===== src/design/assert_macros.svh =====
// assertion macros shared by the orbit representative design
`ifndef ASSERT_MACROS_SVH
`define ASSERT_MACROS_SVH
// same-cycle implication, sampled on clk, off during reset
`define ORC_ASSERT_SAME(lbl, ante, cons) \
    lbl: assert property (@(posedge clk) disable iff (!rst_n) (ante) |-> (cons)) \
        else $error("same-cycle check failed");
// next-cycle implication, sampled on clk, off during reset
`define ORC_ASSERT_NEXT(lbl, ante, cons) \
    lbl: assert property (@(posedge clk) disable iff (!rst_n) (ante) |=> (cons)) \
        else $error("next-cycle check failed");
`endif


===== src/design/orc_pkg.sv =====
// shared constants and types of the orbit representative block
`timescale 1ns / 1ps
package orc_pkg;
    localparam int DATA_W     = 64;
    localparam int EIG_W      = 18;
    localparam int NORM_W     = 17;
    localparam int FRAC_BITS  = 16;
    localparam int NUM_MASKS  = 64;
    localparam int MAX_STAGES = 16;
    localparam int GRP_W      = 6;
    localparam int STG_W      = 4;
    localparam int SHIFT_W    = 6;
    localparam int ADDR_W     = GRP_W + STG_W;
    localparam int SUM_W      = 25;
    localparam int NUM_W      = SUM_W - 1 + FRAC_BITS;
    localparam int DIVR_W     = 8;
    localparam int ROOT_W     = NUM_W / 2;
    localparam int CNT_W      = 6;
    localparam int IN_W       = 120;
    localparam int OUT_W      = 120;

    // request kinds
    localparam logic [1:0] REQ_MASK  = 2'd0;
    localparam logic [1:0] REQ_SHIFT = 2'd1;
    localparam logic [1:0] REQ_EIG   = 2'd2;
    localparam logic [1:0] REQ_QUERY = 2'd3;

    // configuration register indexes
    localparam logic [1:0] CFG_FLIP  = 2'd0;
    localparam logic [1:0] CFG_INV   = 2'd1;
    localparam logic [1:0] CFG_MASKS = 2'd2;
    localparam logic [1:0] CFG_STGS  = 2'd3;

    // inversion modes
    localparam logic [1:0] INV_NONE = 2'd0;
    localparam logic [1:0] INV_EVEN = 2'd1;
    localparam logic [1:0] INV_ODD  = 2'd2;

    typedef struct packed {
        logic             start_query;
        logic             wr_mask;
        logic             wr_shift;
        logic             wr_eig;
        logic             swap_en;
        logic             consider;
        logic             norm_start;
        logic             out_load;
        logic [GRP_W-1:0] group;
        logic [STG_W-1:0] stage;
        logic [STG_W-1:0] rd_stage;
    } orc_cmd_t;

    typedef struct packed {
        logic [GRP_W-1:0] n_last;
        logic [STG_W-1:0] st_last;
        logic             out_valid;
        logic             norm_done;
    } orc_sts_t;
endpackage


===== src/design/orc_nsq.sv =====
// iterative norm unit: restoring division then digit-by-digit square root
`timescale 1ns / 1ps
module orc_nsq
    import orc_pkg::*;
(
    input  logic                     clk,
    input  logic                     rst_n,
    input  logic                     start,
    input  logic signed [SUM_W-1:0]  sum,
    input  logic [DIVR_W-1:0]        divisor,
    output logic                     done,
    output logic [NORM_W-1:0]        norm
);
    localparam logic [1:0] NSQ_IDLE = 2'd0;
    localparam logic [1:0] NSQ_DIV  = 2'd1;
    localparam logic [1:0] NSQ_SQRT = 2'd2;
    localparam int SQ_W = ROOT_W + 4;
    localparam logic [ROOT_W-1:0] ONE = ROOT_W'(1 << FRAC_BITS);

    logic [1:0]        phase_reg, phase_next;
    logic [CNT_W-1:0]  cnt_reg, cnt_next;
    logic              done_reg, done_next;
    logic [NUM_W-1:0]  num_reg, num_next;
    logic [DIVR_W-1:0] divr_reg, divr_next;
    logic [DIVR_W-1:0] rem_reg, rem_next;
    logic [SQ_W-1:0]   sq_reg, sq_next;
    logic [ROOT_W-1:0] root_reg, root_next;
    logic [NORM_W-1:0] norm_reg, norm_next;
    logic [DIVR_W:0]   rsh;
    logic [SQ_W-1:0]   srs, trial;

    // control registers
    always_ff @(posedge clk or negedge rst_n)
    begin
        if (!rst_n)
        begin
            phase_reg <= NSQ_IDLE;
            cnt_reg   <= '0;
            done_reg  <= 1'b0;
        end
        else
        begin
            phase_reg <= phase_next;
            cnt_reg   <= cnt_next;
            done_reg  <= done_next;
        end
    end

    // payload registers
    always_ff @(posedge clk)
    begin
        num_reg  <= num_next;
        divr_reg <= divr_next;
        rem_reg  <= rem_next;
        sq_reg   <= sq_next;
        root_reg <= root_next;
        norm_reg <= norm_next;
    end

    // one quotient bit or one root bit per cycle
    always_comb
    begin
        phase_next = phase_reg;
        cnt_next   = cnt_reg;
        done_next  = 1'b0;
        num_next   = num_reg;
        divr_next  = divr_reg;
        rem_next   = rem_reg;
        sq_next    = sq_reg;
        root_next  = root_reg;
        norm_next  = norm_reg;
        rsh        = {rem_reg, num_reg[NUM_W-1]};
        srs        = {sq_reg[SQ_W-3:0], num_reg[NUM_W-1:NUM_W-2]};
        trial      = {2'b00, root_reg, 2'b01};
        case (phase_reg)
            NSQ_IDLE:
            begin
                if (start)
                begin
                    if (sum > 0)
                        num_next = {sum[SUM_W-2:0], {FRAC_BITS{1'b0}}};
                    else
                        num_next = '0;
                    divr_next  = divisor;
                    rem_next   = '0;
                    cnt_next   = '0;
                    phase_next = NSQ_DIV;
                end
            end
            NSQ_DIV:
            begin
                if (rsh >= {1'b0, divr_reg})
                begin
                    rem_next = DIVR_W'(rsh - {1'b0, divr_reg});
                    num_next = {num_reg[NUM_W-2:0], 1'b1};
                end
                else
                begin
                    rem_next = rsh[DIVR_W-1:0];
                    num_next = {num_reg[NUM_W-2:0], 1'b0};
                end
                cnt_next = cnt_reg + 1'b1;
                if (cnt_reg == CNT_W'(NUM_W - 1))
                begin
                    cnt_next   = '0;
                    sq_next    = '0;
                    root_next  = '0;
                    phase_next = NSQ_SQRT;
                end
            end
            NSQ_SQRT:
            begin
                num_next = {num_reg[NUM_W-3:0], 2'b00};
                if (srs >= trial)
                begin
                    sq_next   = srs - trial;
                    root_next = {root_reg[ROOT_W-2:0], 1'b1};
                end
                else
                begin
                    sq_next   = srs;
                    root_next = {root_reg[ROOT_W-2:0], 1'b0};
                end
                cnt_next = cnt_reg + 1'b1;
                if (cnt_reg == CNT_W'(ROOT_W - 1))
                begin
                    phase_next = NSQ_IDLE;
                    done_next  = 1'b1;
                    if (root_next > ONE)
                        norm_next = NORM_W'(ONE);
                    else
                        norm_next = root_next[NORM_W-1:0];
                end
            end
            default:
            begin
                phase_next = NSQ_IDLE;
            end
        endcase
    end

    assign done = done_reg;
    assign norm = norm_reg;
endmodule


===== config.mk =====
export PLATFORM = sky130hd
export DESIGN_NAME = orc_nsq
export DESIGN_NICKNAME = d
export VERILOG_FILES = /design/src/design/assert_macros.svh /design/src/design/orc_pkg.sv /design/src/design/orc_nsq.sv
export SDC_FILE = /design/constraint.sdc
export NUM_CORES = 1
export LEC_CHECK = 0
export ABC_AREA = 1
export BUFFER_PORTS_ARGS = -buffer_cell sky130_fd_sc_hd__buf_2
export CAP_MARGIN = 20
export CORE_ASPECT_RATIO = 1.75
export CORE_MARGIN = 3
export CORE_UTILIZATION = 51
export DETAILED_ROUTE_END_ITERATION = 8
export GPL_ROUTABILITY_DRIVEN = 0
export GPL_TIMING_DRIVEN = 0
export HOLD_SLACK_MARGIN = 0.1
export PLACE_DENSITY_LB_ADDON = 0.1
export SLEW_MARGIN = 20
export SYNTH_ARGS = -nofsm -noshare
export SYNTH_HDL_FRONTEND = slang
export SYNTH_SLANG_ARGS = --single-unit

===== constraint.sdc =====
create_clock -name clk -period 10.17 [get_ports clk]
set_input_delay 2.5425 -clock clk [delete_from_list [all_inputs] [get_ports clk]]
set_output_delay 2.5425 -clock clk [all_outputs]
set_load 0.1 [all_outputs]

# Word-level counts from Yosys, hierarchy flattened
# Index checks and enable logic that the tools add are counted.
# totals
register_bits	124
output_inout_bits	18
inputBits	36
# op_classes
order_cmp	4
reduce_logical	10
n_eq_ne	7
muxes	23
n_addsub	3
# op_table
op	count
$pmux 40 s3	1
$mux 40	2
$mux 22	2
$pmux 22 s2	1
$mux 20	2
$pmux 20 s2	1
$gt 25x1->1 const B	1
$ge 24x22->1	1
$sub 22x22->22	1
$gt 20x17->1 const B	1
$pmux 6 s3	1
$mux 8	2
$pmux 8 s2	1
$mux 6	2
$reduce_and 2->1	5
$ge 9x8->1	1
$sub 8x8->8	1
$add 6x1->6 const B	1
$eq 6x5->1 const B	1
$eq 6x6->1 const B	1
$mux 2	3
$ne 2x2->1 const B	3
$pmux 2 s3	1
$mux 1	4
6 further kinds	7

# Logic depth before layout (Yosys ltp)
# logic_depth
depth_word	4
depth_mapped	14

# Worst setup path before layout
# Ideal clock, no wire load.
# synth_timing
kind	input-to-reg
start	in start
end	reg cnt_reg[3]
arrival_ps	4584
path_buffers	0
required_ps	10069
cell_stages	6
slack_ps	5485
path_cell_list	nand2_1 > o21ai_1 > inv_1 > nor2_1 > nor2_1 > a21oi_1
# synth_between
elab_chain_len	2
# synth_rtl
element	line_no	source
from (decl)	orc_nsq.sv:8	input logic start,
$ne 2x2->1 (no source line)	n/a	
$reduce_and 2->1 (no source line)	n/a	
to (signal assigned)	orc_nsq.sv:44	cnt_reg <= cnt_next;
to (decl)	orc_nsq.sv:21	logic [CNT_W-1:0] cnt_reg, cnt_next;
# No other way between the ends.
# A chain may end at the register's enable or synchronous reset.

# Worst setup path after layout
# layout_timing
start	reg done_reg, in the netlist done
end	out done
# layout_lines
element	line_no	source
from (decl)	orc_nsq.sv:22	logic done_reg, done_next;
from (signal assigned)	orc_nsq.sv:45	done_reg <= done_next;
to (decl)	orc_nsq.sv:11	output logic done,
# No word-level cell between the ends.

==> impl_metrics.json <==
{
  "path_class": "flip-flop to primary output",
  "dp_hpwl_mm": 14.2,
  "r2r.worst_path.cells": 14,
  "r2r_slack_ps": 7680,
  "arrival_ps": 1210,
  "cp_top_family": "buffers and inverters",
  "p_sw_frac": 0.461,
  "worst_slack_ps": 6420,
  "grt_pass1_wl_mm": 29.6,
  "core-area_mm2": 0.0145,
  "syn_nets": 998,
  "ant_nets": 0,
  "wl_per_cell_um": 15.3,
  "fin_crit_ps": 3750,
  "synth_top_cell_area_share": 0.451,
  "cts_tree": "yes",
  "drt_wl_total_mm": 18.3,
  "grt-ovfl-total": 0,
  "internal-power_mw": 1.88,
  "ir_worst_vdd_v": 0.000219,
  "yosysWarnings": 0,
  "avgSynthCellArea_um2": 8.26,
  "final_core_util": 0.613,
  "die_x_um": 98.7,
  "finalSetupTns_ps": 0,
  "synth_edf_count": 115,
  "crit_cells": 1,
  "switchingPower_mw": 1.60,
  "num_antenna_cells": 0,
  "hold_viol": 0,
  "start_util": 0.528,
  "status": "completed",
  "die_y_um": 168,
  "synthTopCellsByCount": "nand2_1 (251), inv_1 (195), edfxtp_1 (115)",
  "reg2reg_from": "root_reg[0]",
  "ios": 54,
  "synth_area_leaders": "edfxtp_1 (45%), nand2_1 (12%), inv_1 (9.6%)",
  "ctsHoldBuffers": 0,
  "leakagePower_nw": 4.35,
  "pwr-share-comb": 0.537,
  "synthToLayoutAreaGrowth_pct": 16.1,
  "crit_buf_inv": 1,
  "cts_resized": 0,
  "p_per_area_mw_per_mm2": 391,
  "synthArstFlopShare": 0.0726,
  "ys_seq_area_frac": 0.480,
  "crit_fanout": 1,
  "worst_pin_slew_ps": 779,
  "endpoint_kind": "primary output",
  "synth_top_cell_by_area": "edfxtp_1",
  "dp_worst_setup_slack_ps": 6080,
  "synth-seq-cells": 124,
  "crit_slowest_cell": "buf_2",
  "viasPerCell": 5.15,
  "drt_iter0_drc": 278,
  "clock-sinks": 124,
  "portBuffers": 53,
  "min_from": "phase_reg[1]",
  "required_ps": 7630,
  "crit_path_end": "done",
  "max_stage_delay_ps": 430,
  "drc": 0,
  "clk_pin_slew_ps": 60,
  "clk_path_buf_depth": 2,
  "first_pass_iters": 5,
  "grt_pass1_vias": 6254,
  "yosysUniqueCellTypes": 40,
  "stdcell_area_mm2": 0.00890,
  "worstReg2RegEnd": "sq_reg[21]",
  "grt_max_degree": 22,
  "dieArea_mm2": 0.0166,
  "final_cells": 1197,
  "final_nets": 1075,
  "crit_start": "done",
  "fmax_mhz": 266,
  "synthFlopType": "edfxtp_1",
  "crit_chain": "buf_2",
  "setup_violations": 0,
  "row_count": 58,
  "syn_inst": 927,
  "skew_ps": 12.8,
  "slew_viol_final": 0,
  "grt_use_total": 0.226,
  "largest_register_ffs": 40,
  "fin_crit_sh": 0.369,
  "clkLatencyLatePin_ps": 410,
  "seq_power_share": 0.289,
  "maxSlewHeadroom": 0.477,
  "antenna_found_initial": 0,
  "synth_most_common_cell": "nand2_1",
  "clock-root-buffer": "clkbuf_16",
  "placedCellCount": 1165,
  "min-delay-path-class": "flip-flop to flip-flop",
  "num_vias": 6164,
  "grt_setup_unrepaired": "no",
  "cts.htree.levels": 4,
  "numCtsBuffers": 17,
  "drive_gt1_frac": 0.133,
  "worstSetupStartpointType": "flip-flop",
  "post_cts_buffers": 0,
  "clockPowerShare": 0.174,
  "maxCapViolations": 0,
  "n_fill_cell": 1290,
  "netlist_area_mm2": 0.00766,
  "placed_area_mm2": 0.00830
}
## cell usage in the layout (no fill, tap or decap), types with 6 or more instances in the layout
master	synthesis	layout
o22ai_1	15	15
xor2_1	7	7
a22oi_1	24	24
nand4_1	14	14
nand2_2	7	7
ha_1	34	34
a21oi_1	30	29
nand3_1	40	40
o31ai_1	24	24
o21ai_0	13	12
dfrtp_1	9	9
buf_2	3	56
buf_6	5	6
xnor2_1	7	7
a21oi_2	11	11
clkbuf_1	10	10
clkbuf_16	0	17
inv_1	195	195
nand2_1	251	251
nor2_1	78	77
edfxtp_1	115	115
## metrics by stage
stage | hold WS (ps) | power [mW]
after floorplan | 478 | 2.33
after global placement | 497 | 2.79
after detailed placement | 506 | 2.87
after CTS | 518 | 3.49
after global routing | 575 | 3.77
final | 521 | 3.48
## worst reg2reg max path, cell delays in order, from the launching register on
cell      delay, ps
edfxtp_1        430
inv_1           220
ha_1            320
nand2_1          90
inv_2            50
nand2_2          50
nand2_2          80
nand2_1          90
nand3_1         100
nand2_2         100
nand3_2         170
nand2_1         320
nand2_1          90
nand2_1         100
inv_1            40
## layer usage
| metal | track usage | vias up | share of wire |
|---|---|---|---|
| met3 | 0.0278 | 41 | 0.030 |
| met1 | 0.232 | 2822 | 0.36 |
| li1 | - | 3159 | - |
| met4 | 0.107 | 0 | 0.040 |
| met2 | 0.439 | 142 | 0.57 |
| met5 | 0 | - | 0 |
## kinds of logic (layout without fill, tap and decap cells)
| logic type | Yosys count | after routing | share of synthesized area |
|---|---|---|---|
| compound gates | 124 | 124 | 0.108 |
| buf+inv | 223 | 313 | 0.115 |
| fa+ha+maj | 35 | 35 | 0.0581 |
| xor+xnor | 14 | 14 | 0.0160 |
| flops | 124 | 124 | 0.480 |
| simple gates | 407 | 407 | 0.222 |
## how the worst min path moves through the flow
stage / endpoint / slack (ps) / cells after the start
floorplan: cnt_reg[1] / 480 / 2
global placement: cnt_reg[1] / 500 / 2
detailed placement: phase_reg[1] / 510 / 2
CTS: phase_reg[1] / 520 / 2
global route: phase_reg[1] / 580 / 2
finish: phase_reg[1] / 520 / 2
## area by class of cell
type	count	area, um^2	area share
flip-flops and latches	124	3680	0.413
multi-input cells	580	3130	0.351
inverters	200	751	0.0844
clock buffers	17	425	0.0478
repair buffers	58	387	0.0435
well taps	180	225	0.0253
clock inverters	15	174	0.0195
plain buffers	23	131	0.0148
## power groups by stage
stage               logic (mW)  registers (mW)  clock network [mW]
finish                    1.87            1.00               0.607
global route              2.11            1.03               0.638
CTS                       1.88            1.00               0.614
detailed placement        1.86            1.01                   0
global placement          1.76            1.03                   0
floorplan                 1.35           0.981                   0
Power figures use the tool's default switching activity.
