<file path="config.mk">
export PLATFORM = sky130hd
export DESIGN_NAME = orc_ctrl
export DESIGN_NICKNAME = d
export VERILOG_FILES = /design/src/design/orc_pkg.sv /design/src/design/orc_ctrl.sv
export VERILOG_INCLUDE_DIRS = /design/src /design/src/design
export SDC_FILE = /design/constraint.sdc
export NUM_CORES = 1
export LEC_CHECK = 0
export BUFFER_PORTS_ARGS = -buffer_cell sky130_fd_sc_hd__buf_4
export CORE_MARGIN = 4
export CORE_UTILIZATION = 52
export DETAILED_ROUTE_END_ITERATION = 16
export GPL_TIMING_DRIVEN = 0
export PLACE_DENSITY = 0.86
export SYNTH_ARGS = -nofsm -noshare
export SYNTH_HDL_FRONTEND = slang
export SYNTH_SLANG_ARGS = --single-unit
</file>
<file path="constraint.sdc">
create_clock -name clk -period 3.85 [get_ports clk]
set_input_delay 0.1925 -clock clk [delete_from_list [all_inputs] [get_ports clk]]
set_output_delay 0.1925 -clock clk [all_outputs]
set_load 0.01 [all_outputs]
</file>
<file path="src/design/assert_macros.svh">
// assertion macros shared by the orbit representative design
`ifndef ASSERT_MACROS_SVH
`define ASSERT_MACROS_SVH
// same-cycle implication, sampled on clk, off during reset
`define ORC_ASSERT_SAME(lbl, ante, cons) \
    lbl: assert property (@(posedge clk) disable iff (!rst_n) (ante) |-> (cons)) \
        else $error("same-cycle check failed");
// next-cycle implication, sampled on clk, off during reset
`define ORC_ASSERT_NEXT(lbl, ante, cons) \
    lbl: assert property (@(posedge clk) disable iff (!rst_n) (ante) |=> (cons)) \
        else $error("next-cycle check failed");
`endif

</file>
<file path="src/design/orc_pkg.sv">
// shared constants and types of the orbit representative block
`timescale 1ns / 1ps
package orc_pkg;
    localparam int DATA_W     = 64;
    localparam int EIG_W      = 18;
    localparam int NORM_W     = 17;
    localparam int FRAC_BITS  = 16;
    localparam int NUM_MASKS  = 64;
    localparam int MAX_STAGES = 16;
    localparam int GRP_W      = 6;
    localparam int STG_W      = 4;
    localparam int SHIFT_W    = 6;
    localparam int ADDR_W     = GRP_W + STG_W;
    localparam int SUM_W      = 25;
    localparam int NUM_W      = SUM_W - 1 + FRAC_BITS;
    localparam int DIVR_W     = 8;
    localparam int ROOT_W     = NUM_W / 2;
    localparam int CNT_W      = 6;
    localparam int IN_W       = 120;
    localparam int OUT_W      = 120;

    // request kinds
    localparam logic [1:0] REQ_MASK  = 2'd0;
    localparam logic [1:0] REQ_SHIFT = 2'd1;
    localparam logic [1:0] REQ_EIG   = 2'd2;
    localparam logic [1:0] REQ_QUERY = 2'd3;

    // configuration register indexes
    localparam logic [1:0] CFG_FLIP  = 2'd0;
    localparam logic [1:0] CFG_INV   = 2'd1;
    localparam logic [1:0] CFG_MASKS = 2'd2;
    localparam logic [1:0] CFG_STGS  = 2'd3;

    // inversion modes
    localparam logic [1:0] INV_NONE = 2'd0;
    localparam logic [1:0] INV_EVEN = 2'd1;
    localparam logic [1:0] INV_ODD  = 2'd2;

    typedef struct packed {
        logic             start_query;
        logic             wr_mask;
        logic             wr_shift;
        logic             wr_eig;
        logic             swap_en;
        logic             consider;
        logic             norm_start;
        logic             out_load;
        logic [GRP_W-1:0] group;
        logic [STG_W-1:0] stage;
        logic [STG_W-1:0] rd_stage;
    } orc_cmd_t;

    typedef struct packed {
        logic [GRP_W-1:0] n_last;
        logic [STG_W-1:0] st_last;
        logic             out_valid;
        logic             norm_done;
    } orc_sts_t;
endpackage

</file>
<file path="src/design/orc_ctrl.sv">
// controller: sequences table writes, symmetry walk, norm unit and output load
`timescale 1ns / 1ps
`include "assert_macros.svh"
module orc_ctrl
    import orc_pkg::*;
(
    input  logic       clk,
    input  logic       rst_n,
    input  logic       s_tvalid,
    output logic       s_tready,
    input  logic [1:0] req_type,
    input  logic       m_tready,
    input  orc_sts_t   sts,
    output orc_cmd_t   cmd
);
    localparam logic [2:0] ST_IDLE   = 3'd0;
    localparam logic [2:0] ST_PRIME  = 3'd1;
    localparam logic [2:0] ST_SWAP   = 3'd2;
    localparam logic [2:0] ST_CONS   = 3'd3;
    localparam logic [2:0] ST_NORM   = 3'd4;
    localparam logic [2:0] ST_DONE   = 3'd5;
    localparam logic [2:0] ST_NSTART = 3'd6;

    logic [2:0]       state_reg, state_next;
    logic [GRP_W-1:0] grp_reg, grp_next;
    logic [STG_W-1:0] stg_reg, stg_next;
    logic             accept;

    always_ff @(posedge clk or negedge rst_n)
    begin
        if (!rst_n)
        begin
            state_reg <= ST_IDLE;
            grp_reg   <= '0;
            stg_reg   <= '0;
        end
        else
        begin
            state_reg <= state_next;
            grp_reg   <= grp_next;
            stg_reg   <= stg_next;
        end
    end

    assign s_tready = (state_reg == ST_IDLE);
    assign accept   = s_tvalid && s_tready;

    // next state and commands
    always_comb
    begin
        state_next = state_reg;
        grp_next   = grp_reg;
        stg_next   = stg_reg;
        cmd        = '0;
        cmd.group    = grp_reg;
        cmd.stage    = stg_reg;
        cmd.rd_stage = stg_reg;
        case (state_reg)
            ST_IDLE:
            begin
                cmd.wr_mask  = accept && (req_type == REQ_MASK);
                cmd.wr_shift = accept && (req_type == REQ_SHIFT);
                cmd.wr_eig   = accept && (req_type == REQ_EIG);
                if (accept && req_type == REQ_QUERY)
                begin
                    cmd.start_query = 1'b1;
                    grp_next        = '0;
                    state_next      = ST_PRIME;
                end
            end
            ST_PRIME:
            begin
                cmd.rd_stage = '0;
                stg_next     = '0;
                state_next   = ST_SWAP;
            end
            ST_SWAP:
            begin
                cmd.swap_en  = 1'b1;
                cmd.rd_stage = stg_reg + 1'b1;
                if (stg_reg == sts.st_last)
                    state_next = ST_CONS;
                else
                    stg_next = stg_reg + 1'b1;
            end
            ST_CONS:
            begin
                cmd.consider = 1'b1;
                if (grp_reg == sts.n_last)
                    state_next = ST_NSTART;
                else
                begin
                    grp_next   = grp_reg + 1'b1;
                    state_next = ST_PRIME;
                end
            end
            // launch the norm unit once the last sum is registered
            ST_NSTART:
            begin
                cmd.norm_start = 1'b1;
                state_next     = ST_NORM;
            end
            ST_NORM:
            begin
                if (sts.norm_done)
                    state_next = ST_DONE;
            end
            ST_DONE:
            begin
                if (!sts.out_valid || m_tready)
                begin
                    cmd.out_load = 1'b1;
                    state_next   = ST_IDLE;
                end
            end
            default:
            begin
                state_next = ST_IDLE;
            end
        endcase
    end

    `ORC_ASSERT_NEXT(a_swap_to_cons, state_reg == ST_SWAP && stg_reg == sts.st_last, state_reg == ST_CONS)
    `ORC_ASSERT_NEXT(a_last_to_nstart, state_reg == ST_CONS && grp_reg == sts.n_last, state_reg == ST_NSTART)
    `ORC_ASSERT_SAME(a_out_free, cmd.out_load, !sts.out_valid || m_tready)
endmodule

</file>
# Word-level counts from Yosys, hierarchy flattened
# Index checks and enable logic that the tools add are counted.
# Widths: inputs -> output; s select.
# word_totals
register_bits,13
word_cells,55
# classes
add_sub_neg,2
eq_ne,17
mux,19
reduce_logical,14
# ops
operator,count
$pmux 3 s7,1
$pmux 4 s2,2
$mux 3,5
$mux 6,2
$pmux 6 s2,1
$ne 2x2->1 const B,5
$eq 3x3->1 const B,3
$mux 4,2
$add 6x1->6 const B,1
$eq 3x2->1 const B,2
$eq 6x6->1,1
$mux 1,6
$logic_and 1x1->1,5
$add 4x1->4 const B,1
$eq 2x2->1 const B,2
$eq 4x4->1,1
$reduce_and 4->1,1
$reduce_bool 2->1,2
$eq 3x1->1 const B,1
$logic_not 3->1,1
$reduce_and 3->1,1
$eq 2x1->1 const B,1
$logic_not 2->1,1
$ne 2x1->1 const B,1
other kinds (3),3

# Logic depth before layout (Yosys ltp)
# Gate-level depths: netlist of run 1.
# depth
depth_word,5
ltp_mapped,5

# Worst setup path after synthesis of run 1
# No wires, ideal clock.
# synth_path
path_kind,register to register
start,reg stg_reg[2]
end,reg stg_reg[3]
setup_time_ps,126
t_arrival_ps,1483
path_slack_ps,2241
stages_incl_launch_ff,6
path_buffers,1
cell_sequence,dfrtp_1 > buf_6 > xor2_2 > nor4_4 > nor2_2 > a221o_1
# synth_between
elab_chain_len,3
# synth_rtl
element,line,text
"start, declared",orc_ctrl.sv:26,"logic [STG_W-1:0] stg_reg, stg_next;"
"start signal, assigned",orc_ctrl.sv:41,stg_reg <= stg_next;
$add 4x1->4 or $eq 4x4->1 (tied branches),"orc_ctrl.sv:84, orc_ctrl.sv:81",
$mux 4 or $ne 2x2->1 (tied branches),--,
$pmux 4 s2 or $reduce_and 2->1 (tied branches),--,
# Parallel ways exist; a longest one is shown, timed or not. The select of a mux whose other input is x is not followed.
# A chain may end at the register's enable or synchronous reset.

==> summary.txt, run 1 <==
Timing
  – Worst slew margin relative to its limit: roughly 68%
  – Max-slew violation total from the final report: 0
  – Final Critical Period: between 1.5 and 2 ns
  – Transition time at the pin with the least slew margin: approximately 0.48 ns
  – Total negative slack: 0 ns
  – Maximum clock frequency: 505 MHz
  – Unrepaired setup endpoints after global routing: no
  – Final worst path period share: about half
  – Final setup violation count: 0
  – Skew final: 0.00259 ns
  – Final hold violations: 0

Critical path
  – Cell with the largest stage delay on the worst path: sky130_fd_sc_hd__dfrtp_1
  – CP Cell Sequence: clkbuf_1 -> buf_2 -> nor2_1 -> a22oi_1 -> o21ai_0 -> buf_4
  – Crit Path Max Fanout: 10
  – WP data arrival: between 1.5 and 2 ns
  – Kind of end point of the critical path: output pin
  – Crit path buffers/inverters: 3
  – Required time of the worst setup path: between 3 and 4 ns
  – Category of the worst setup path launch point: flop
  – Slowest stage delay, CP: 0.43 ns
  – Setup Crit Path Kind: reg -> out
  – CP delay by family, top: buffers and inverters

Layout
  – Antenna diode count: 0
  – Most frequent standard cell in the layout excluding fill and tap cells: sky130_fd_sc_hd__buf_4
  – Final core utilization: 73.4%
  – Max FFs per register: 6
  – Layout overhead on the synthesized area: 35.1%
  – Filler Cells Inserted: about 150
  – Layout cell share with drive strength beyond 1: about a third
  – Area used by multi-input combinational logic: between 600 and 700 um2
  – Sequential cell area in the final layout: 325 um2
  – Layout net count: 188
  – Commonest cells after routing, fill and taps aside: sky130_fd_sc_hd__buf_4, sky130_fd_sc_hd__nand2_1, sky130_fd_sc_hd__dfrtp_1

Clock tree
  – Latest clock arrival within the worst-skew pair: 0.28 ns
  – Cell chosen for the clock root: sky130_fd_sc_hd__clkbuf_4
  – Clock buffers created by TritonCTS: 3
  – Total number of clock tree sinks: 13
  – Clock transition at the registers of the reported paths: approximately 0.08 ns
  – Clock tree from TritonCTS: done
  – Clock Tree Buf Depth: 2
  – PostCTS Resize Cnt: 0
  – H-tree level count: 1

Power and ir drop
  – Pwr dens: about 660 nW/um2
  – Leakage: ~0.00068 uW
  – Overall power consumption: about 930 uW
  – Maximum ir drop on the vdd rail: 399 uV

Logic synthesis
  – Count of flip-flops with a built-in enable after synthesis: 0
  – Most common flop cell mapped by yosys: sky130_fd_sc_hd__dfrtp_1
  – Post-synth net total: about 140
  – Sequential cell area fraction in the yosys report: 30.8%
  – Register bit count reported by yosys: 13
  – Count of synthesis-stage warnings from yosys: 0
  – Distinct cell type count of the synthesized netlist: 39
  – Share of async-settable or async-resettable flops after synthesis: 100%
  – Gate Count Post-Synth: around 120
  – Post-Syn Area per Cell: just under 9 um2
  – Mapped Area: 1050 um2

Routing
  – Initial DRC count: 35
  – DRT Wirelength: 2700 um
  – Final ANT Viol Nets: 0
  – Via count of the routed design: between 1000 and 1500
  – Via density per instance: 5.57
  – First-pass detailed-route iteration total: 4
  – Post-route DRC: 0
  – Routed wire per std cell: between 10 and 15 um

Floorplanning
  – Die boundary width: approximately 53 um
  – Total I/O pin count: between 40 and 50
  – Overall die height: about 53 um
  – Core Region: ~2000 um2
  – Area enclosed by the die boundary: about 2800 um2
  – Cell row count: 16
  – Effective utilization at floorplan: 54.3%

Global routing
  – Grt total ovfl: 0
  – Wire length of the first global-routing pass: approximately 4300 um
  – Vias in the first global route: about 930
  – Total global-route track usage: 20.8%
  – Antenna violations before repair: 0
  – Maximum number of pins on one net before global-route repair: 14

Worst hold path
  – Path class of the lowest-slack min-delay path: in -> async

Placed design
  – Final estimated routing congestion in global placement: between 0.8 and 0.9
  – Detail Placement HPWL: a little over 2000 um
  – Port Buf Inserts: 40

Status
  – Run status: complete, no violations

Flow run
  – Number of violations of the max-capacitance limit: 0
==> Yosys cell counts (3+ instances only) <==
| master | number | area [um2] |
|---|---|---|
| sky130_fd_sc_hd__mux2i_1 | 7 | 70.1 |
| sky130_fd_sc_hd__xor2_1 | 8 | 70.1 |
| sky130_fd_sc_hd__inv_1 | 4 | 15.0 |
| sky130_fd_sc_hd__o21ai_0 | 6 | 30.0 |
| sky130_fd_sc_hd__dfrtp_1 | 13 | 325 |
| sky130_fd_sc_hd__nor3b_1 | 3 | 22.5 |
| sky130_fd_sc_hd__nand2_1 | 17 | 63.8 |
| sky130_fd_sc_hd__nor3_1 | 5 | 25.0 |
| sky130_fd_sc_hd__a21oi_1 | 8 | 40.0 |
| sky130_fd_sc_hd__clkbuf_1 | 3 | 11.3 |
| sky130_fd_sc_hd__nor2_1 | 7 | 26.3 |
| sky130_fd_sc_hd__nand2b_1 | 4 | 25.0 |
==> worst paths after layout <==
check | start | end | slack, ns | cells past startpoint
worst min-delay path | rst_n | state_reg[0] | 0.29 | 2
worst min register to register | grp_reg[4] | grp_reg[4] | 0.57 | 1
worst max-delay path | state_reg[0] | cmd[1] | 1.87 | 6
worst max register to register | stg_reg[3] | stg_reg[3] | 2.07 | 4
min in group clk | m_tready | state_reg[2] | 0.42 | 5
max in group asynchronous | rst_n | grp_reg[4] | 3.40 | 2
==> area by class of cell <==
cell class / instances / area share [%]
Buffer: 6 / 2.28
Clock buffer: 4 / 1.84
Inverter: 5 / 1.32
Multi-Input combinational cell: 98 / 47.6
Sequential cell: 13 / 22.8
Tap cell: 27 / 2.37
Timing Repair Buffer: 41 / 21.8
==> timing repair <==
item,CTS,global route
buffers inserted,0,0
hold endpoints to repair,13,0
hold buffers,1,0
endpoints found under the setup margin,0,0
==> stage by stage <==
stage | instance area (um2) | instances | hold WS (ns) | worst slack [ns]
floorplan | 1050 | 122 | -0.103 | 2.24
global placement | 1390 | 189 | 0.0462 | 2.15
detailed placement | 1390 | 189 | 0.0481 | 2.10
CTS | 1430 | 194 | 0.290 | 1.88
global route | 1430 | 194 | 0.311 | 1.72
finish | 1430 | 194 | 0.290 | 1.87
==> cell families (layout without fill, tap and decap cells) <==
group / Yosys count / count (layout) / share of synthesized area (%)
xor gates and xnor gates: 10 / 10 / 9.73
adders and majority gates: 2 / 2 / 2.37
buffers and inverters: 11 / 56 / 4.86
DFF: 13 / 13 / 30.8
AOI/OAI and AO/OA: 27 / 27 / 17.0
and+or+nand+nor: 52 / 52 / 28.6
muxes: 7 / 7 / 6.64
==> per-layer routing <==
metal	share of wire, %	global-route usage, %
met1	43	28.6
met2	48	32.2
met3	8.4	4.23
met4	0.59	7.23
met5	0	0
==> worst register-to-register path, cell delays in order, from the launching register on <==
cell,delay [ns]
sky130_fd_sc_hd__dfrtp_1,0.48
sky130_fd_sc_hd__xor2_2,0.22
sky130_fd_sc_hd__nor4_4,0.51
sky130_fd_sc_hd__nor2_2,0.12
sky130_fd_sc_hd__a221o_1,0.34
==> power by group <==
group	internal [uW]	switching (uW)	total, uW
clock network	40.2	47.7	87.9
logic	279	315	594
registers	183	69.0	252
Note: power is estimated with default switching activity, not from simulation.
==> run 2: changes to the inputs <==
--- a/config.mk
+++ b/config.mk
@@ -8,10 +8,10 @@
 export LEC_CHECK = 0
 export BUFFER_PORTS_ARGS = -buffer_cell sky130_fd_sc_hd__buf_4
 export CORE_MARGIN = 4
-export CORE_UTILIZATION = 52
+export CORE_UTILIZATION = 48
 export DETAILED_ROUTE_END_ITERATION = 16
 export GPL_TIMING_DRIVEN = 0
-export PLACE_DENSITY = 0.86
+export PLACE_DENSITY = 0.81
 export SYNTH_ARGS = -nofsm -noshare
 export SYNTH_HDL_FRONTEND = slang
 export SYNTH_SLANG_ARGS = --single-unit
==> constraint.sdc (replaced) <==
create_clock -name clk -period 1.9 [get_ports clk]
set_input_delay 0.095 -clock clk [delete_from_list [all_inputs] [get_ports clk]]
set_output_delay 0.095 -clock clk [all_outputs]
set_load 0.01 [all_outputs]
==> summary.txt, run 2 (synthesis gave the netlist of run 1 again) <==
Clock tree
  – Clock buffers created by TritonCTS: 3 (unchanged)
  – Clock transition at the registers of the reported paths: 0.09 ns (about the same)
  – H-tree level count: 1 (unchanged)
  – Total number of clock tree sinks: 13 (unchanged)
  – Number of setup buffers added after CTS: 0 (unchanged)
  – Clock tree from TritonCTS: done
  – Cell chosen for the clock root: sky130_fd_sc_hd__clkbuf_4
  – Clock Tree Buf Depth: 2 (unchanged)
  – Latest clock arrival within the worst-skew pair: 0.29 ns (about the same)
  – PostCTS Resize Cnt: 0 (unchanged)

Global routing
  – Total global-route track usage: 20.6% (-0.20 points)
  – Grt total ovfl: 0 (unchanged)
  – Vias in the first global route: 956 (+2.7%)
  – Antenna violations before repair: 0 (unchanged)
  – Maximum number of pins on one net before global-route repair: 15 (+1)
  – Wire length of the first global-routing pass: 4370 um (+1.8%)

Floorplanning
  – Die boundary width: 54.9 um (+3.5%)
  – Overall die height: 54.9 um (+3.5%)
  – Core Region: 2020 um2 (+4.1%)
  – Cell row count: 16 (unchanged)
  – Total I/O pin count: 41 (unchanged)
  – Effective utilization at floorplan: 52.2% (-2.2 points)
  – Area enclosed by the die boundary: 3010 um2 (+7.1%)

Layout
  – Sequential cell area in the final layout: 325 um2 (unchanged)
  – Layout overhead on the synthesized area: 34.8%
  – Filler Cells Inserted: 183 (+20%)
  – Layout net count: 187 (-0.53%)
  – Max FFs per register: 6 (unchanged)
  – Area used by multi-input combinational logic: 678 um2 (unchanged)
  – Layout cell share with drive strength beyond 1: 32.5% (+0.19 points)
  – Most frequent standard cell in the layout excluding fill and tap cells: sky130_fd_sc_hd__buf_4
  – Antenna diode count: 0 (unchanged)
  – Commonest cells after routing, fill and taps aside: sky130_fd_sc_hd__buf_4, sky130_fd_sc_hd__nand2_1, sky130_fd_sc_hd__dfrtp_1

Routing
  – First-pass detailed-route iteration total: 4 (unchanged)
  – Top sig layer: met4
  – Length of routed met2 wiring: 1330 um (+2.5%)
  – Via density per instance: 5.62 (+0.98%)
  – DRT Wirelength: 2770 um (+2.5%)
  – DR WL met3: 267 um (+18%)
  – Routed wire per std cell: 14.4 um (+3.0%)
  – Initial DRC count: 55 (+57%)
  – Final ANT Viol Nets: 0 (unchanged)
  – Sum of routed wire segments on met1: 1120 um (-3.3%)
  – Post-route DRC: 0 (unchanged)
  – Via count of the routed design: 1085 (+0.46%)

Timing
  – Total negative slack: 0 ns (unchanged)
  – Transition time at the pin with the least slew margin: 0.464 ns (-0.0186 ns)
  – Max-slew violation total from the final report: 0 (unchanged)
  – Worst slew margin relative to its limit: 69.1% (+1.5 points)
  – Final worst path period share: between 90% and 100%
  – Skew final: 0.00979 ns (+0.00720 ns)
  – Final hold violations: 0 (unchanged)
  – Unrepaired setup endpoints after global routing: no
  – Final setup violation count: 0 (unchanged)
  – Final Critical Period: about 1.8 ns
  – Maximum clock frequency: around 570 MHz

Critical path
  – Crit Path Max Fanout: 14 (+4)
  – Required time of the worst setup path: 1.80 ns (-1.86 ns)
  – Category of the worst setup path launch point: flop
  – Slowest stage delay, CP: 0.61 ns (+0.18 ns)
  – Kind of end point of the critical path: output pin
  – CP Cell Sequence: nor2_1 -> or2_2 -> nand2_1 -> o21ai_0 -> buf_4
  – WP data arrival: 1.67 ns (-0.12 ns)
  – Setup Crit Path Kind: reg -> out
  – Cell with the largest stage delay on the worst path: sky130_fd_sc_hd__dfrtp_1
  – CP delay by family, top: flip-flops
  – Crit path buffers/inverters: 1 (-2)

Placed design
  – Final estimated routing congestion in global placement: 0.896 (+4.7%)
  – Port Buf Inserts: 40 (unchanged)
  – Detail Placement HPWL: 2170 um (+6.0%)

Status
  – Run status: complete, no violations

Power and ir drop
  – Leakage: 0.000678 uW (-0.17%)
  – Maximum ir drop on the vdd rail: 973 uV (+140%)
  – Pwr dens: 1340 nW/um2 (+110%)
  – Overall power consumption: 1910 uW (+100%)

Worst hold path
  – Path class of the lowest-slack min-delay path: in -> async

Flow run
  – Number of violations of the max-capacitance limit: 0 (unchanged)
run 2: metrics by stage:
step,cell area (um2),hold slack (ns),setup WS [ns],util [%],std cells
2_1_floorplan,1050,-0.201,0.291,-,122
3_3_place_gp,1390,-0.0466,0.200,68.7,189
3_5_place_dp,1390,-0.0466,0.157,68.7,189
4_1_cts,1420,0.186,0.152,70.3,193
5_1_grt,1420,0.192,0.0569,70.3,193
6_report,1420,0.177,0.138,70.3,193
run 2: where the power goes:
| group | switching [uW] | internal, uW | total [uW] |
|---|---|---|---|
| Clock | 99.9 | 81.6 | 182 |
| Combinational | 636 | 567 | 1200 |
| Sequential | 155 | 370 | 526 |
run 2: final timing paths:
kind | from | endpoint | slack [ns] | cells after the start
setup / recovery | state_reg[0] | cmd[1] | 0.14 | 5
max in group asynchronous | rst_n | grp_reg[4] | 1.55 | 2
min in group clk | m_tready | state_reg[2] | 0.31 | 5
hold / removal | rst_n | stg_reg[1] | 0.18 | 2
setup reg to reg | stg_reg[3] | stg_reg[3] | 0.15 | 4
hold reg to reg | grp_reg[4] | grp_reg[4] | 0.56 | 1
run 2: repair_timing:
action	in CTS	in global routing
endpoints found under the hold margin	13	0
hold buffers	1	0
setup endpoints to repair	2	0
run 2: routing by layer:
| layer | track usage [%] | up-vias |
|---|---|---|
| met5 | 0 | - |
| met4 | 8.71 | 0 |
| met3 | 3.00 | 7 |
| met2 | 32.3 | 55 |
| met1 | 28.0 | 500 |
| li1 | - | 523 |
run 2: area by class of cell:
cell class | count | share of cell area (%)
multi-input combinational | 98 | 47.7
sequential | 13 | 22.9
timing repair buffer | 41 | 21.8
tap | 27 | 2.38
buffer | 5 | 2.02
clock buffer | 4 | 1.85
inverter | 5 | 1.32
==> run 3: changes to the inputs <==
--- a/config.mk
+++ b/config.mk
@@ -8,10 +8,12 @@
 export LEC_CHECK = 0
 export BUFFER_PORTS_ARGS = -buffer_cell sky130_fd_sc_hd__buf_4
 export CORE_MARGIN = 4
-export CORE_UTILIZATION = 48
+export CORE_UTILIZATION = 50
+export CTS_BUF_LIST = sky130_fd_sc_hd__clkbuf_4
 export DETAILED_ROUTE_END_ITERATION = 16
 export GPL_TIMING_DRIVEN = 0
-export PLACE_DENSITY = 0.81
+export PLACE_DENSITY = 0.84
+export SKIP_CTS_REPAIR_TIMING = 1
 export SYNTH_ARGS = -nofsm -noshare
 export SYNTH_HDL_FRONTEND = slang
 export SYNTH_SLANG_ARGS = --single-unit
==> summary.txt, run 3 (synthesis gave the netlist of run 1 again) <==
Timing
  – Worst slew margin relative to its limit: 68.8% (-0.28 points)
  – Max-slew violation total from the final report: 0 (unchanged)
  – Maximum clock frequency: 561 MHz (-1.1%)
  – Final setup violation count: 0 (unchanged)
  – Final hold violations: 0 (unchanged)
  – Final Critical Period: 1.78 ns (+0.0198 ns)
  – Unrepaired setup endpoints after global routing: no
  – Final worst path period share: 93.8% (+1.0 points)
  – Skew final: 0.0127 ns (+0.00292 ns)
  – Transition time at the pin with the least slew margin: 0.465 ns (+0.000669 ns)

Critical path
  – WP data arrival: 1.69 ns (+0.02 ns)
  – CP delay by family, top: buffers and inverters
  – Crit Path Max Fanout: 10 (-4)
  – Required time of the worst setup path: 1.80 ns (about the same)
  – Slowest stage delay, CP: 0.42 ns (-0.19 ns)
  – Crit path buffers/inverters: 3 (+2)
  – Setup Crit Path Kind: reg -> out
  – Kind of end point of the critical path: output pin
  – CP Cell Sequence: clkbuf_2 -> buf_2 -> nor2_1 -> a22oi_1 -> o21ai_0 -> buf_4
  – Category of the worst setup path launch point: flop
  – Cell with the largest stage delay on the worst path: sky130_fd_sc_hd__dfrtp_1

Clock tree
  – Clock tree from TritonCTS: done
  – Clock buffers created by TritonCTS: 3 (unchanged)
  – Cell chosen for the clock root: sky130_fd_sc_hd__clkbuf_4
  – H-tree level count: 1 (unchanged)
  – Total number of clock tree sinks: 13 (unchanged)
  – Clock Tree Buf Depth: 2 (unchanged)
  – Latest clock arrival within the worst-skew pair: 0.29 ns (about the same)
  – Clock transition at the registers of the reported paths: 0.09 ns (about the same)

Worst hold path
  – Path class of the lowest-slack min-delay path: in -> async

Placed design
  – Detail Placement HPWL: 2120 um (-2.4%)
  – Final estimated routing congestion in global placement: 0.867 (-3.3%)
  – Port Buf Inserts: 40 (unchanged)

Floorplanning
  – Area enclosed by the die boundary: 2910 um2 (-3.4%)
  – Die boundary width: 53.9 um (-1.7%)
  – Core Region: 1980 um2 (-2.0%)
  – Overall die height: 53.9 um (-1.7%)
  – Total I/O pin count: 41 (unchanged)
  – Effective utilization at floorplan: 53.2% (+1.1 points)
  – Cell row count: 16 (unchanged)

Routing
  – Final ANT Viol Nets: 0 (unchanged)
  – Initial DRC count: 38 (-31%)
  – First-pass detailed-route iteration total: 4 (unchanged)
  – Post-route DRC: 0 (unchanged)
  – Via count of the routed design: 1108 (+2.1%)
  – Routed wire per std cell: 14.7 um (+2.3%)
  – DRT Wirelength: 2850 um (+2.8%)
  – Via density per instance: 5.71 (+1.6%)

Power and ir drop
  – Int Power: 1040 uW (+1.7%)
  – Overall power consumption: 1940 uW (+1.4%)
  – Sequential cell fraction of total power: 26.3% (-1.2 points)
  – Psw: 901 uW (+1.1%)
  – Combinational fraction of design power: 63.6% (+0.6 points)
  – Sw Share: 46.5% (-0.15 points)
  – Maximum ir drop on the vdd rail: 1060 uV (+9.4%)
  – Proportion of power drawn by the clock network: 10.2% (+0.7 points)
  – Leakage: 0.000686 uW (+1.2%)
  – Pwr dens: 1350 nW/um2 (+0.80%)

Layout
  – Max FFs per register: 6 (unchanged)
  – Commonest cells after routing, fill and taps aside: sky130_fd_sc_hd__buf_4, sky130_fd_sc_hd__nand2_1, sky130_fd_sc_hd__dfrtp_1
  – Filler Cells Inserted: 159 (-13%)
  – Layout net count: 188 (+0.53%)
  – Layout cell share with drive strength beyond 1: 33.5% (+1.0 points)
  – Final core utilization: 72.2% (+1.9 points)
  – Layout overhead on the synthesized area: 35.6%
  – Antenna diode count: 0 (unchanged)
  – Most frequent standard cell in the layout excluding fill and tap cells: sky130_fd_sc_hd__buf_4

Flow run
  – Number of violations of the max-capacitance limit: 0 (unchanged)

Global routing
  – Maximum number of pins on one net before global-route repair: 14 (-1)
  – Antenna violations before repair: 0 (unchanged)
  – Wire length of the first global-routing pass: 4570 um (+4.6%)
  – Grt total ovfl: 0 (unchanged)
  – Vias in the first global route: 1030 (+7.7%)
  – Total global-route track usage: 22.2% (+1.5 points)

Status
  – Run status: complete, no violations
==> run 3: cell count changes in the layout (fill, tap and decap cells not counted), sizes merged <==
cell	previous run	this run
clkbuf	6	7
==> run 3: cell type report <==
cell class                 instances  area (um2)  area share (%)
buffer                             6        33.8            2.36
clock buffer                       4        30.0            2.10
inverter                           5        18.8            1.31
multi-input combinational         98         678            47.4
sequential                        13         325            22.7
tap                               27        33.8            2.36
timing repair buffer              41         310            21.7
==> run 3: final timing paths <==
path / start / end / slack, ns / cells past startpoint
min in group clk: m_tready / state_reg[2] / 0.31 / 5
setup / recovery: state_reg[0] / cmd[1] / 0.12 / 6
hold reg to reg: grp_reg[4] / grp_reg[4] / 0.56 / 1
max in group asynchronous: rst_n / grp_reg[5] / 1.55 / 2
hold / removal: rst_n / grp_reg[4] / 0.17 / 2
setup reg to reg: stg_reg[3] / stg_reg[3] / 0.16 / 4
==> run 3: through the flow <==
step                instance area [um2]  TNS (ns)  setup WS (ns)  std cells  hold slack, ns
floorplan                          1050         0          0.291        122          -0.201
global placement                   1390         0          0.224        189         -0.0482
detailed placement                 1390         0          0.180        189         -0.0486
CTS                                1420   -0.0223        -0.0162        193          -0.366
global route                       1430         0         0.0191        194           0.175
finish                             1430         0          0.119        194           0.171
==> run 3: routing by layer <==
metal / vias up / global-route usage (%) / wire, um
met2: 54 / 36.5 / 1420
met4: 0 / 5.96 / 24
met3: 4 / 6.37 / 234
met5: - / 0 / 0
met1: 524 / 28.1 / 1180
li1: 526 / - / -
==> run 3: power by group through the flow <==
stage	Combinational (uW)	Sequential, uW	Clock, uW
finish	1230	509	197
global route	1340	528	218
CTS	1230	505	201
detailed placement	1210	511	0
global placement	1170	505	0
floorplan	735	519	0
